`config.mk`:
```
export PLATFORM = sky130hd
export DESIGN_NAME = double_hash_table
export DESIGN_NICKNAME = d
export VERILOG_FILES = /design/src/hw/rtl/dht_pkg.sv /design/src/hw/rtl/dht_mod_unit.sv /design/src/hw/rtl/dht_slot_ram.sv /design/src/hw/rtl/double_hash_table.sv
export VERILOG_INCLUDE_DIRS = /design/src /design/src/hw/rtl
export SDC_FILE = /design/constraint.sdc
export NUM_CORES = 1
export LEC_CHECK = 0
export ABC_CLOCK_PERIOD_IN_PS = 11500
export BUFFER_PORTS_ARGS = -buffer_cell sky130_fd_sc_hd__buf_2
export CAP_MARGIN = 5
export CELL_PAD_IN_SITES_DETAIL_PLACEMENT = 0
export CELL_PAD_IN_SITES_GLOBAL_PLACEMENT = 1
export CORE_ASPECT_RATIO = 1.4
export CORE_UTILIZATION = 53
export DETAILED_ROUTE_END_ITERATION = 12
export GPL_ROUTABILITY_DRIVEN = 1
export PLACE_DENSITY = 0.82
export SYNTH_ARGS = -nofsm -noshare
export SYNTH_HDL_FRONTEND = slang
export SYNTH_SLANG_ARGS = --single-unit
```
`constraint.sdc`:
```
create_clock -name aclk -period 11.5 [get_ports aclk]
set_input_delay 1.15 -clock aclk [delete_from_list [all_inputs] [get_ports aclk]]
set_output_delay 1.15 -clock aclk [all_outputs]
set_load 0.02 [all_outputs]
```
`src/hw/rtl/double_hash_table_macros.svh`:
```
// Assertion helpers used by double_hash_table.sv.
`ifndef DOUBLE_HASH_TABLE_MACROS_SVH
`define DOUBLE_HASH_TABLE_MACROS_SVH

// Antecedent implies consequent in the same cycle.
`define DHT_ASSERT_NOW(lbl, clk, rst_n, ante, cons, msg) \
    lbl: assert property (@(posedge clk) disable iff (!(rst_n)) (ante) |-> (cons)) \
        else $error(msg);

// Antecedent implies consequent in the next cycle.
`define DHT_ASSERT_NEXT(lbl, clk, rst_n, ante, cons, msg) \
    lbl: assert property (@(posedge clk) disable iff (!(rst_n)) (ante) |=> (cons)) \
        else $error(msg);

`endif

```
`src/hw/rtl/dht_pkg.sv`:
```
package dht_pkg;

    localparam int KEY_W       = 31;
    localparam int WORD_W      = 32;
    // key padded with one leading zero so it splits into whole digits
    localparam int KEY_PAD_W   = 32;
    localparam int DIGIT_W     = 4;
    localparam int HASH_CYCLES = KEY_PAD_W / DIGIT_W;
    localparam int HASH_CNT_W  = $clog2(HASH_CYCLES);

    localparam int MOD7_W = 3;
    localparam logic [MOD7_W:0] STEP_BASE = 4'd7;

    typedef enum logic [1:0] {
        ST_STORED  = 2'd0,
        ST_FULL    = 2'd1,
        ST_FOUND   = 2'd2,
        ST_MISSING = 2'd3
    } status_t;

    typedef enum logic {
        OP_INSERT = 1'b0,
        OP_LOOKUP = 1'b1
    } opcode_t;

    typedef enum logic [2:0] {
        S_CLEAR,
        S_IDLE,
        S_HASH,
        S_PROBE
    } state_t;

    typedef struct packed {
        logic              valid;
        logic [KEY_W-1:0]  key;
        logic [WORD_W-1:0] word;
    } dht_entry_t;

    typedef struct packed {
        logic busy;
        logic done;
    } mod_status_t;

endpackage

```
`src/hw/rtl/dht_mod_unit.sv`:
```
module dht_mod_unit #(
    parameter int SLOTS = 16,
    localparam int IDX_W = $clog2(SLOTS)
) (
    input  logic                      aclk,
    input  logic                      aresetn,
    input  logic                      start,
    input  logic [dht_pkg::KEY_W-1:0] key,
    output logic [IDX_W-1:0]          home,
    output logic [dht_pkg::MOD7_W-1:0] key_mod7,
    output dht_pkg::mod_status_t      stat
);
    import dht_pkg::*;

    logic [KEY_PAD_W-1:0]  shift_reg;
    logic [IDX_W-1:0]      rem_s_reg, rem_s_next;
    logic [MOD7_W-1:0]     rem_7_reg, rem_7_next;
    logic [HASH_CNT_W-1:0] cnt_reg;
    logic                  busy_reg;
    logic                  done_reg;

    // Shift in one digit: restoring remainder step for both moduli per bit
    always_comb begin
        logic [IDX_W:0]  ts;
        logic [MOD7_W:0] t7;
        logic [IDX_W-1:0]  rs;
        logic [MOD7_W-1:0] r7;
        rs = rem_s_reg;
        r7 = rem_7_reg;
        for (int d = 0; d < DIGIT_W; d++) begin
            ts = {rs, shift_reg[KEY_PAD_W-1-d]};
            if (ts >= (IDX_W+1)'(SLOTS)) begin
                ts = ts - (IDX_W+1)'(SLOTS);
            end
            rs = ts[IDX_W-1:0];
            t7 = {r7, shift_reg[KEY_PAD_W-1-d]};
            if (t7 >= STEP_BASE) begin
                t7 = t7 - STEP_BASE;
            end
            r7 = t7[MOD7_W-1:0];
        end
        rem_s_next = rs;
        rem_7_next = r7;
    end

    // Sequence control
    always_ff @(posedge aclk) begin
        if (!aresetn) begin
            busy_reg <= 1'b0;
            done_reg <= 1'b0;
            cnt_reg  <= '0;
        end else begin
            done_reg <= 1'b0;
            if (start) begin
                busy_reg <= 1'b1;
                cnt_reg  <= '0;
            end else if (busy_reg) begin
                cnt_reg <= cnt_reg + 1'b1;
                if (cnt_reg == HASH_CNT_W'(HASH_CYCLES-1)) begin
                    busy_reg <= 1'b0;
                    done_reg <= 1'b1;
                end
            end
        end
    end

    // Datapath: load key, then advance one digit per cycle
    always_ff @(posedge aclk) begin
        if (start) begin
            shift_reg <= {1'b0, key};
            rem_s_reg <= '0;
            rem_7_reg <= '0;
        end else if (busy_reg) begin
            shift_reg <= shift_reg << DIGIT_W;
            rem_s_reg <= rem_s_next;
            rem_7_reg <= rem_7_next;
        end
    end

    assign home      = rem_s_reg;
    assign key_mod7  = rem_7_reg;
    assign stat.busy = busy_reg;
    assign stat.done = done_reg;

endmodule

```
`src/hw/rtl/dht_slot_ram.sv`:
```
module dht_slot_ram #(
    parameter int SLOTS = 16,
    localparam int IDX_W = $clog2(SLOTS)
) (
    input  logic                aclk,
    input  logic                wr_en,
    input  logic [IDX_W-1:0]    wr_addr,
    input  dht_pkg::dht_entry_t wr_data,
    input  logic                rd_en,
    input  logic [IDX_W-1:0]    rd_addr,
    output dht_pkg::dht_entry_t rd_data
);
    import dht_pkg::*;

    dht_entry_t mem [SLOTS];
    dht_entry_t rd_data_reg;

    // One write port
    always_ff @(posedge aclk) begin
        if (wr_en) begin
            mem[wr_addr] <= wr_data;
        end
    end

    // One registered read port
    always_ff @(posedge aclk) begin
        if (rd_en) begin
            rd_data_reg <= mem[rd_addr];
        end
    end

    assign rd_data = rd_data_reg;

endmodule

```
`src/hw/rtl/double_hash_table.sv`:
```
// Open-addressing hash table with double hashing over SLOTS entries. Each input transaction
// carries an insert (tuser 0) or a lookup (tuser 1); each yields exactly one result
// transaction with a status in tuser and the found word in tdata. The home slot is
// key mod SLOTS and the probe step is 7 - (key mod 7); both remainders come from one shared
// remainder unit that consumes four key bits per cycle over the padded key. Hashing starts
// the unit, lets it run through all digits, and collects the remainders when it is done.
// Probing then reads the slot memory through its single read port, one slot per cycle, for
// at most SLOTS probes. The result sits in an output register, so the next item is accepted
// in the cycle after the result is loaded; the block takes no new item before the last one's
// result is loaded. Only if the previous result is still waiting when a probe ends does the
// probe hold until that result transaction completes. After reset the block runs a clearing
// pass over every slot of the slot memory and holds s_tready low until it is done.
module double_hash_table #(
    parameter int SLOTS = 16
) (
    input  logic        aclk,
    input  logic        aresetn,
    input  logic        s_tvalid,
    output logic        s_tready,
    input  logic [63:0] s_tdata,   // [30:0] key, [62:31] data_word, [63] zero
    input  logic [0:0]  s_tuser,   // [0] opcode
    output logic        m_tvalid,
    input  logic        m_tready,
    output logic [31:0] m_tdata,   // [31:0] found_word
    output logic [1:0]  m_tuser    // [1:0] status
);
    import dht_pkg::*;

    localparam int IDX_W = $clog2(SLOTS);

    state_t            state_reg, state_next;
    opcode_t           op_reg;
    logic [KEY_W-1:0]  key_reg;
    logic [WORD_W-1:0] word_reg;
    logic [IDX_W-1:0]  idx_reg, idx_next;
    logic [IDX_W-1:0]  stepr_reg, stepr_next;
    logic [IDX_W-1:0]  cnt_reg, cnt_next;
    logic [IDX_W-1:0]  clr_reg, clr_next;
    status_t           status_reg, status_next;
    logic [WORD_W-1:0] found_reg, found_next;
    logic              out_valid_reg, out_valid_next;

    logic              in_fire;
    logic              out_free;
    logic              res_load;
    logic              mod_start;
    logic [IDX_W-1:0]  home;
    logic [MOD7_W-1:0] key_mod7;
    mod_status_t       mod_stat;

    logic              wr_en;
    logic [IDX_W-1:0]  wr_addr;
    dht_entry_t        wr_data;
    logic              rd_en;
    logic [IDX_W-1:0]  rd_addr;
    dht_entry_t        rd_data;

    logic              hit;
    logic [IDX_W-1:0]  idx_adv;

    // Reduce a step of 1..7 into 0..SLOTS-1
    function automatic logic [IDX_W-1:0] step_mod(input logic [MOD7_W-1:0] kmod7);
        logic [31:0] s;
        s = 32'(STEP_BASE) - 32'(kmod7);
        for (int k = 0; k < 3; k++) begin
            if (s >= 32'(SLOTS)) begin
                s = s - 32'(SLOTS);
            end
        end
        return IDX_W'(s);
    endfunction

    dht_mod_unit #(.SLOTS(SLOTS)) u_mod (
        .aclk     (aclk),
        .aresetn  (aresetn),
        .start    (mod_start),
        .key      (key_reg),
        .home     (home),
        .key_mod7 (key_mod7),
        .stat     (mod_stat)
    );

    dht_slot_ram #(.SLOTS(SLOTS)) u_ram (
        .aclk    (aclk),
        .wr_en   (wr_en),
        .wr_addr (wr_addr),
        .wr_data (wr_data),
        .rd_en   (rd_en),
        .rd_addr (rd_addr),
        .rd_data (rd_data)
    );

    assign in_fire  = s_tvalid && s_tready;
    // output register can take a new result this cycle
    assign out_free = !out_valid_reg || m_tready;

    // Next probe slot: index plus reduced step, wrapped once
    always_comb begin
        logic [IDX_W:0] sum;
        sum = {1'b0, idx_reg} + {1'b0, stepr_reg};
        if (sum >= (IDX_W+1)'(SLOTS)) begin
            sum = sum - (IDX_W+1)'(SLOTS);
        end
        idx_adv = sum[IDX_W-1:0];
    end

    // Probe stops at an empty slot or a matching key
    assign hit = !rd_data.valid || (rd_data.key == key_reg);

    // Sequencer
    always_comb begin
        state_next  = state_reg;
        idx_next    = idx_reg;
        stepr_next  = stepr_reg;
        cnt_next    = cnt_reg;
        clr_next    = clr_reg;
        status_next = status_reg;
        found_next  = found_reg;
        s_tready    = 1'b0;
        mod_start   = 1'b0;
        res_load    = 1'b0;
        wr_en       = 1'b0;
        wr_addr     = idx_reg;
        wr_data     = '{valid: 1'b1, key: key_reg, word: word_reg};
        rd_en       = 1'b0;
        rd_addr     = idx_adv;
        unique case (state_reg)
            S_CLEAR: begin
                // sweep the memory, marking every slot empty
                wr_en    = 1'b1;
                wr_addr  = clr_reg;
                wr_data  = '0;
                clr_next = clr_reg + 1'b1;
                if (clr_reg == IDX_W'(SLOTS-1)) begin
                    state_next = S_IDLE;
                end
            end
            S_IDLE: begin
                s_tready = 1'b1;
                if (s_tvalid) begin
                    state_next = S_HASH;
                end
            end
            S_HASH: begin
                mod_start = !mod_stat.busy && !mod_stat.done && (cnt_reg == '1);
                if (mod_stat.done) begin
                    // issue the read of the home slot
                    rd_en      = 1'b1;
                    rd_addr    = home;
                    idx_next   = home;
                    stepr_next = step_mod(key_mod7);
                    cnt_next   = '0;
                    state_next = S_PROBE;
                end else if (!mod_stat.busy) begin
                    mod_start = 1'b1;
                end
            end
            S_PROBE: begin
                // read ahead at the next slot while checking this one
                rd_en = 1'b1;
                if (hit || (cnt_reg == IDX_W'(SLOTS-1))) begin
                    if (out_free) begin
                        res_load   = 1'b1;
                        found_next = '0;
                        state_next = S_IDLE;
                        if (!hit) begin
                            status_next = (op_reg == OP_INSERT) ? ST_FULL : ST_MISSING;
                        end else if (op_reg == OP_INSERT) begin
                            wr_en       = 1'b1;
                            status_next = ST_STORED;
                        end else if (rd_data.valid) begin
                            status_next = ST_FOUND;
                            found_next  = rd_data.word;
                        end else begin
                            status_next = ST_MISSING;
                        end
                    end else begin
                        // hold on this slot until the previous result is taken
                        rd_addr = idx_reg;
                    end
                end else begin
                    idx_next = idx_adv;
                    cnt_next = cnt_reg + 1'b1;
                end
            end
            default: begin
                state_next = S_IDLE;
            end
        endcase
    end

    // Load a new result or drop the one just taken
    assign out_valid_next = res_load || (out_valid_reg && !m_tready);

    // Control registers
    always_ff @(posedge aclk) begin
        if (!aresetn) begin
            state_reg     <= S_CLEAR;
            clr_reg       <= '0;
            cnt_reg       <= '0;
            out_valid_reg <= 1'b0;
        end else begin
            state_reg     <= state_next;
            clr_reg       <= clr_next;
            cnt_reg       <= in_fire ? '1 : cnt_next;
            out_valid_reg <= out_valid_next;
        end
    end

    // Payload registers
    always_ff @(posedge aclk) begin
        if (in_fire) begin
            op_reg   <= opcode_t'(s_tuser[0]);
            key_reg  <= s_tdata[KEY_W-1:0];
            word_reg <= s_tdata[KEY_W+WORD_W-1:KEY_W];
        end
        idx_reg    <= idx_next;
        stepr_reg  <= stepr_next;
        status_reg <= status_next;
        found_reg  <= found_next;
    end

    assign m_tvalid = out_valid_reg;
    assign m_tdata  = found_reg;
    assign m_tuser  = status_reg;

`include "double_hash_table_macros.svh"

    `DHT_ASSERT_NEXT(a_hold_valid, aclk, aresetn, m_tvalid && !m_tready, m_tvalid, "result dropped")
    `DHT_ASSERT_NEXT(a_hold_data, aclk, aresetn, m_tvalid && !m_tready, $stable(m_tdata), "data moved")
    `DHT_ASSERT_NEXT(a_busy_after_accept, aclk, aresetn, in_fire, !s_tready, "not busy after accept")
    `DHT_ASSERT_NOW(a_quiet_clear, aclk, aresetn, state_reg == S_CLEAR, !m_tvalid, "result in clear")

endmodule

```
Word level (Yosys, flattened, before mapping)
Memory sizes are Yosys's and may differ from the RTL's. A register that Yosys moved wholly into a read port is not among the register bits.
Index checks and enable logic that the tools add are counted.

storage, ports and cells
  RAM bits = 1024
  output and inout port bits = 36
  memories kept = 1
  input port bits = 69
  flip-flop bits (word level) = 162

memories
  name       depth  width  read ports  clocked after memory_dff  wr ports  line                source
  u_ram.mem  16     64     1           1                         1         dht_slot_ram.sv:15  dht_entry_t mem [SLOTS];

operators by class
  equality and inequality tests = 15
  mux-type cells = 61
  add/subtract/negate cells = 17
  reduce and logical (&&, ||, !) cells = 25
  bitwise operators = 2
  order comparisons = 12

operators with widths
  cell                     count
  $mux W32                 6
  $ge A32 B5 Y1 const B    3
  $mux W64                 1
  $mux W31                 2
  $mux W4                  15
  $sub A32 B5 Y32 const B  1
  $eq A31 B31 Y1           1
  $mux W3                  9
  $ge A5 B5 Y1 const B     5
  $pmux W4 S2              3
  $sub A4 B1 Y4 const B    6
  $mux W1                  19
  $ge A4 B3 Y1 const B     4
  $pmux W3 S4              1
  $reduce_and A3 Y1        4
  $sub A3 B3 Y3 const B    4
  $ne A2 B2 Y1 const B     5
  $add A4 B1 Y4 const B    2
  $eq A4 B4 Y1 const B     2
  $sub A4 B6 Y7 const B    1
  $eq A3 B2 Y1 const B     2
  $mux W2                  3
  $add A4 B4 Y5            1
  $logic_not A1 Y1         5
  other kinds (18)         27

Longest topological paths before layout
  depth in word-level cells = 11
  gate-level depth with buffers = 18
  mapped depth without buffers = 18

By module
From an unflattened synthesis, not the netlist that was laid out.

second synthesis, totals
  cell total of the unflattened synthesis = 2200
  area, all modules = 47544.3 um2

modules (own cells, without submodules)
  module             area each (um2)  seq. area each (um2)  cells each  times used
  dht_slot_ram       40222.3          32671.3               1647        1
  double_hash_table  5195.0           3373.2                394         1
  dht_mod_unit       2127.0           1191.1                159         1

Least setup slack after synthesis
Ideal clock, no wire load.

  path kind = input-to-reg
  start = in m_tready
  end = mem u_ram.mem[0][0] (netlist bit) (enable)
  setup slack = 3096 ps
  stages = 5
  arrival = 7760 ps
  required time = 10856 ps
  path through = nand2b_1 > nand2_1 > nor2_1 > a21oi_1 > nor4_1

between the ends
  cells in the longest elaborated chain, start to end = 6

RTL lines
  item                           line                      source
  start: declaration             double_hash_table.sv:23   input logic m_tready,
  $logic_or A1 B1 Y1             double_hash_table.sv:95   assign out_free = !out_valid_reg || m_tready;
  $mux W1                        double_hash_table.sv:162  if (out_free) begin
  $mux W1                        double_hash_table.sv:161  if (hit || (cnt_reg == IDX_W'(SLOTS-1))) begin
  $pmux W1 S2                    double_hash_table.sv:127  unique case (state_reg)
  $mux W1                        dht_slot_ram.sv:20        if (wr_en) begin
  $mux W1 (not written as such)  dht_slot_ram.sv:21        mem[wr_addr] <= wr_data;
  end: declaration               dht_slot_ram.sv:15

Every way passes these cells.

Final worst setup path
  start = reg key_reg[30]
  end = reg, netlist name u_ram.rd_data[29]

between the ends
  cells in the longest elaborated chain, start to end = 5

RTL lines
  item                      line                      source
  start: declaration        double_hash_table.sv:33   logic [KEY_W-1:0] key_reg;
  start signal: assignment  double_hash_table.sv:214  key_reg <= s_tdata[KEY_W-1:0];
  $eq A31 B31 Y1            double_hash_table.sv:108  assign hit = !rd_data.valid || (rd_data.key == key_reg);
  $logic_or A1 B1 Y1        double_hash_table.sv:108
  $logic_or A1 B1 Y1        double_hash_table.sv:161
  $mux W4                   double_hash_table.sv:161
  $pmux W4 S2               double_hash_table.sv:127

Every way passes these cells.
A chain may end at the register's enable or synchronous reset.

==> impl_metrics.tcl <==
set metrics [dict create \
    synthesis.instances 3184 \
    critical_path_cell_by_cell "xnor2_1 > nand4_1 > nor4_2 > a21oi_4 > mux2_8 > buf_4 > buf_12 > nand2_1 > nand3_1 > a32o_1 > a221o_1" \
    starting_density_of_the_core 0.535 \
    min_period_over_period 0.482 \
    grt_pass1_wl_mm 172 \
    power.share.clock 0.418 \
    cts_buffers 113 \
    synthSimpleGateAreaFrac 0.0955 \
    core.rowCount 132 \
    sequential_cell_area_um2 37200 \
    timing.clock.skew_ns 0.0227 \
    drt_first_iter_violations 2740 \
    timing.final.setup_violations 0 \
    criticalPathCategory "reg2reg" \
    postSynth.topFlopCell "sky130_fd_sc_hd__edfxtp_1" \
    port_buffers 103 \
    synth_top_family_by_area "simple AND/OR/NAND/NOR gates" \
    synth.most_common_cell "sky130_fd_sc_hd__edfxtp_1" \
    postCtsSetupRepairBufs 0 \
    cp-end-kind "flop" \
    syn_to_final_growth_pct 10.7 \
    final_antenna_net_count 0 \
    drc 0 \
    design.die.area_um2 94700 \
    ys_seq_elements 1248 \
    top_post_synthesis_cells_by_area "sky130_fd_sc_hd__edfxtp_1, sky130_fd_sc_hd__nand2_1, sky130_fd_sc_hd__mux2i_1" \
    core_area_um2 92500 \
    mappedNetlistArea_um2 49500 \
    synth_cell_types 61 \
    ctsRootBufferMaster "sky130_fd_sc_hd__clkbuf_16" \
    routabilityCongestion 0.780 \
    yosys_warnings 0 \
    achievable-frequency_mhz 180 \
    largest_reg_flops 1024 \
    vias_cell 6.13 \
    antenna_found_initial 1 \
    power_density_nw_per_um2 162 \
    final.setup.worst_slack_ns 5.96 \
    multiInputGateArea_um2 11500 \
    r2r_cells 11 \
    max_slew_headroom_at_the_worst_pin 0.175 \
    unrepaired_setup_endpoints_after_global_routing "false" \
    netlist.top_cell.by_area "sky130_fd_sc_hd__edfxtp_1" \
    synth_adder_area_share 0.00470 \
    die_height_um 364 \
    worst_setup_path_startpoint "key_reg[30]" \
    p_sw_w 0.00173 \
    timing.max_cap.violations 0 \
    wl_per_cell_um 25.6 \
    synth-edff-count 1224 \
    pin_count_of_the_biggest_net_entering_global_routing 201 \
    synth_compound_area_frac 0.0719 \
    clk-insertion-delay-late_ns 0.69 \
    synth.yosys.seq_area_share 0.752 \
    max_slew.worst_pin.slew_ns 1.23 \
    p_sw_frac 0.194 \
    min_delay_worst_type "reg2reg" \
    peakVddDrop_v 0.000120 \
    synth-xor-area-share 0.00725 \
    gr-usage-all-layers 0.246 \
    critPathLaunchType "flop" \
    numClockSinks 1248 \
    finalWirelength_mm 116 \
    crit_path_max_fo 200 \
    reg2reg_slack_ns 5.96 \
    via_count 27911 \
    first_global_vias 27734 \
    post-dp-hpwl_mm 57.0 \
    ctsResizeCount 0 \
    setup_tns_ns 0 \
    hold_vio_cnt_final 0 \
    drive_gt1_frac 0.112 \
    cts_max_path_buffers 3 \
    timing.critical_path.slowest_stage_cell "sky130_fd_sc_hd__nor4_2" \
    worst-endpoint-required_ns 12.02 \
    post_synth_mux_area_share 0.0483 \
    worstReg2RegStart "key_reg[30]" \
    nFillCells 6809 \
    timing_max_transition_violations_final 0 \
    seq_power_share 0.566 \
    holdBufCountCts 0 \
    crit_path_end "u_ram.rd_data[29]" \
    grt_overflow_total 0 \
    combPwrFrac 0.016 \
    die_width_um 260 \
    tritoncts_clock_tree "done" \
    cellLeakagePower_nw 19.7 \
    final_cell_count_no_fill 4555 \
    layout_min_cycle_time_ns 5.54 \
    regToRegEndpoint "u_ram.rd_data[29]" \
    p_total_w 0.00890 \
    crit_path_max_incr_delay_ns 0.89 \
    timing.critical_path.arrival_ns 6.06 \
    synthTopCellsByCount "sky130_fd_sc_hd__edfxtp_1, sky130_fd_sc_hd__nand2_1, sky130_fd_sc_hd__mux2i_1" \
    cts.clk_slew.worst_paths_ns 0.06 \
    place.detailed.instances 4344 \
    p_int_w 0.00717 \
    synth_async_sr_flop_share 0 \
    place_worst_setup_slack_ns 5.98 \
    status "finished, final reports clean" \
    detail_route.first_pass.iterations 5 \
    cts-htree-levels 3 \
    avgSynthCellArea_um2 15.6 \
    floorplan.io_pins 105 \
    syn-num-nets 3271 \
    num-nets-final 3340 \
    yosys.area.top_type_share 0.742 \
]
[power groups by stage]
stage               clock network (W)  logic (W)  registers, W
floorplan                           0  0.0000739       0.00514
global placement                    0   0.000140       0.00513
detailed placement                  0   0.000143       0.00514
CTS                           0.00376   0.000143       0.00504
global route                  0.00392   0.000153       0.00504
finish                        0.00372   0.000142       0.00504
[layout make-up]
class	instances	area share
sequential	1248	0.679
multi-input combinational	1727	0.209
clock buffer	140	0.0553
tap	1206	0.0275
timing repair buffer	146	0.0167
clock inverter	69	0.0113
inverter	17	0.00121
antenna	2	0.0000913
[how the worst min path moves through the flow]
stage | cells past startpoint | startpoint | slack [ns] | to
after global routing | 2 | cnt_reg[3] | 0.52 | cnt_reg[3]
after floorplan | 1 | u_mod.shift_reg[27] | 0.45 | u_mod.shift_reg[31]
final | 2 | u_mod.home[1] | 0.51 | u_mod.home[1]
after detailed placement | 2 | u_mod.home[1] | 0.50 | u_mod.home[1]
after global placement | 2 | cnt_reg[3] | 0.47 | cnt_reg[3]
after CTS | 2 | u_mod.home[1] | 0.51 | u_mod.home[1]
[layer usage]
| layer | up-vias | part of all wire | GRT usage |
|---|---|---|---|
| met5 | - | 0 | 0 |
| met4 | 0 | 0.033 | 0.0969 |
| met3 | 241 | 0.067 | 0.0298 |
| met2 | 1105 | 0.49 | 0.408 |
| met1 | 14247 | 0.41 | 0.331 |
| li1 | 12318 | - | - |
[worst max-delay path, delay by kind of cell (launching register included)]
kind                   cells  cell delay (ns)
buffers and inverters      2             1.48
AND/OR/NAND/NOR            4             1.30
multiplexers               1             0.82
AO/OA/AOI/OAI              3             0.63
flip-flops                 1             0.54
XOR/XNOR                   1             0.34
[layout by cell type (no fill, tap or decap), types with 24 or more instances in the layout]
cell,n
sky130_fd_sc_hd__xnor2_1,39
sky130_fd_sc_hd__clkbuf_16,117
sky130_fd_sc_hd__mux2i_1,199
sky130_fd_sc_hd__edfxtp_1,1224
sky130_fd_sc_hd__nand3_1,70
sky130_fd_sc_hd__dfxtp_1,24
sky130_fd_sc_hd__mux2_2,32
sky130_fd_sc_hd__a32o_1,64
sky130_fd_sc_hd__a211oi_1,131
sky130_fd_sc_hd__a221o_1,65
sky130_fd_sc_hd__clkinv_1,29
sky130_fd_sc_hd__nand2_1,542
sky130_fd_sc_hd__a31oi_1,131
sky130_fd_sc_hd__and2_1,169
sky130_fd_sc_hd__buf_4,37
sky130_fd_sc_hd__nand3b_1,64
sky130_fd_sc_hd__buf_2,103
sky130_fd_sc_hd__nor2b_1,70
[stage by stage]
step	hold slack (ns)	area (um^2)	util
global route	0.523	54800	0.593
floorplan	0.449	49500	-
detailed placement	0.501	51200	0.553
finish	0.512	54800	0.593
CTS	0.511	54800	0.593
global placement	0.474	51200	0.553
[logic make-up after synthesis]
| group | Yosys count |
|---|---|
| DFF | 1248 |
| muxes | 233 |
| AOI/OAI and AO/OA | 453 |
| and+or+nand+nor | 982 |
| buffers and inverters | 209 |
| adders and majority gates | 18 |
| xor gates and xnor gates | 41 |
Power figures use the tool's default switching activity.
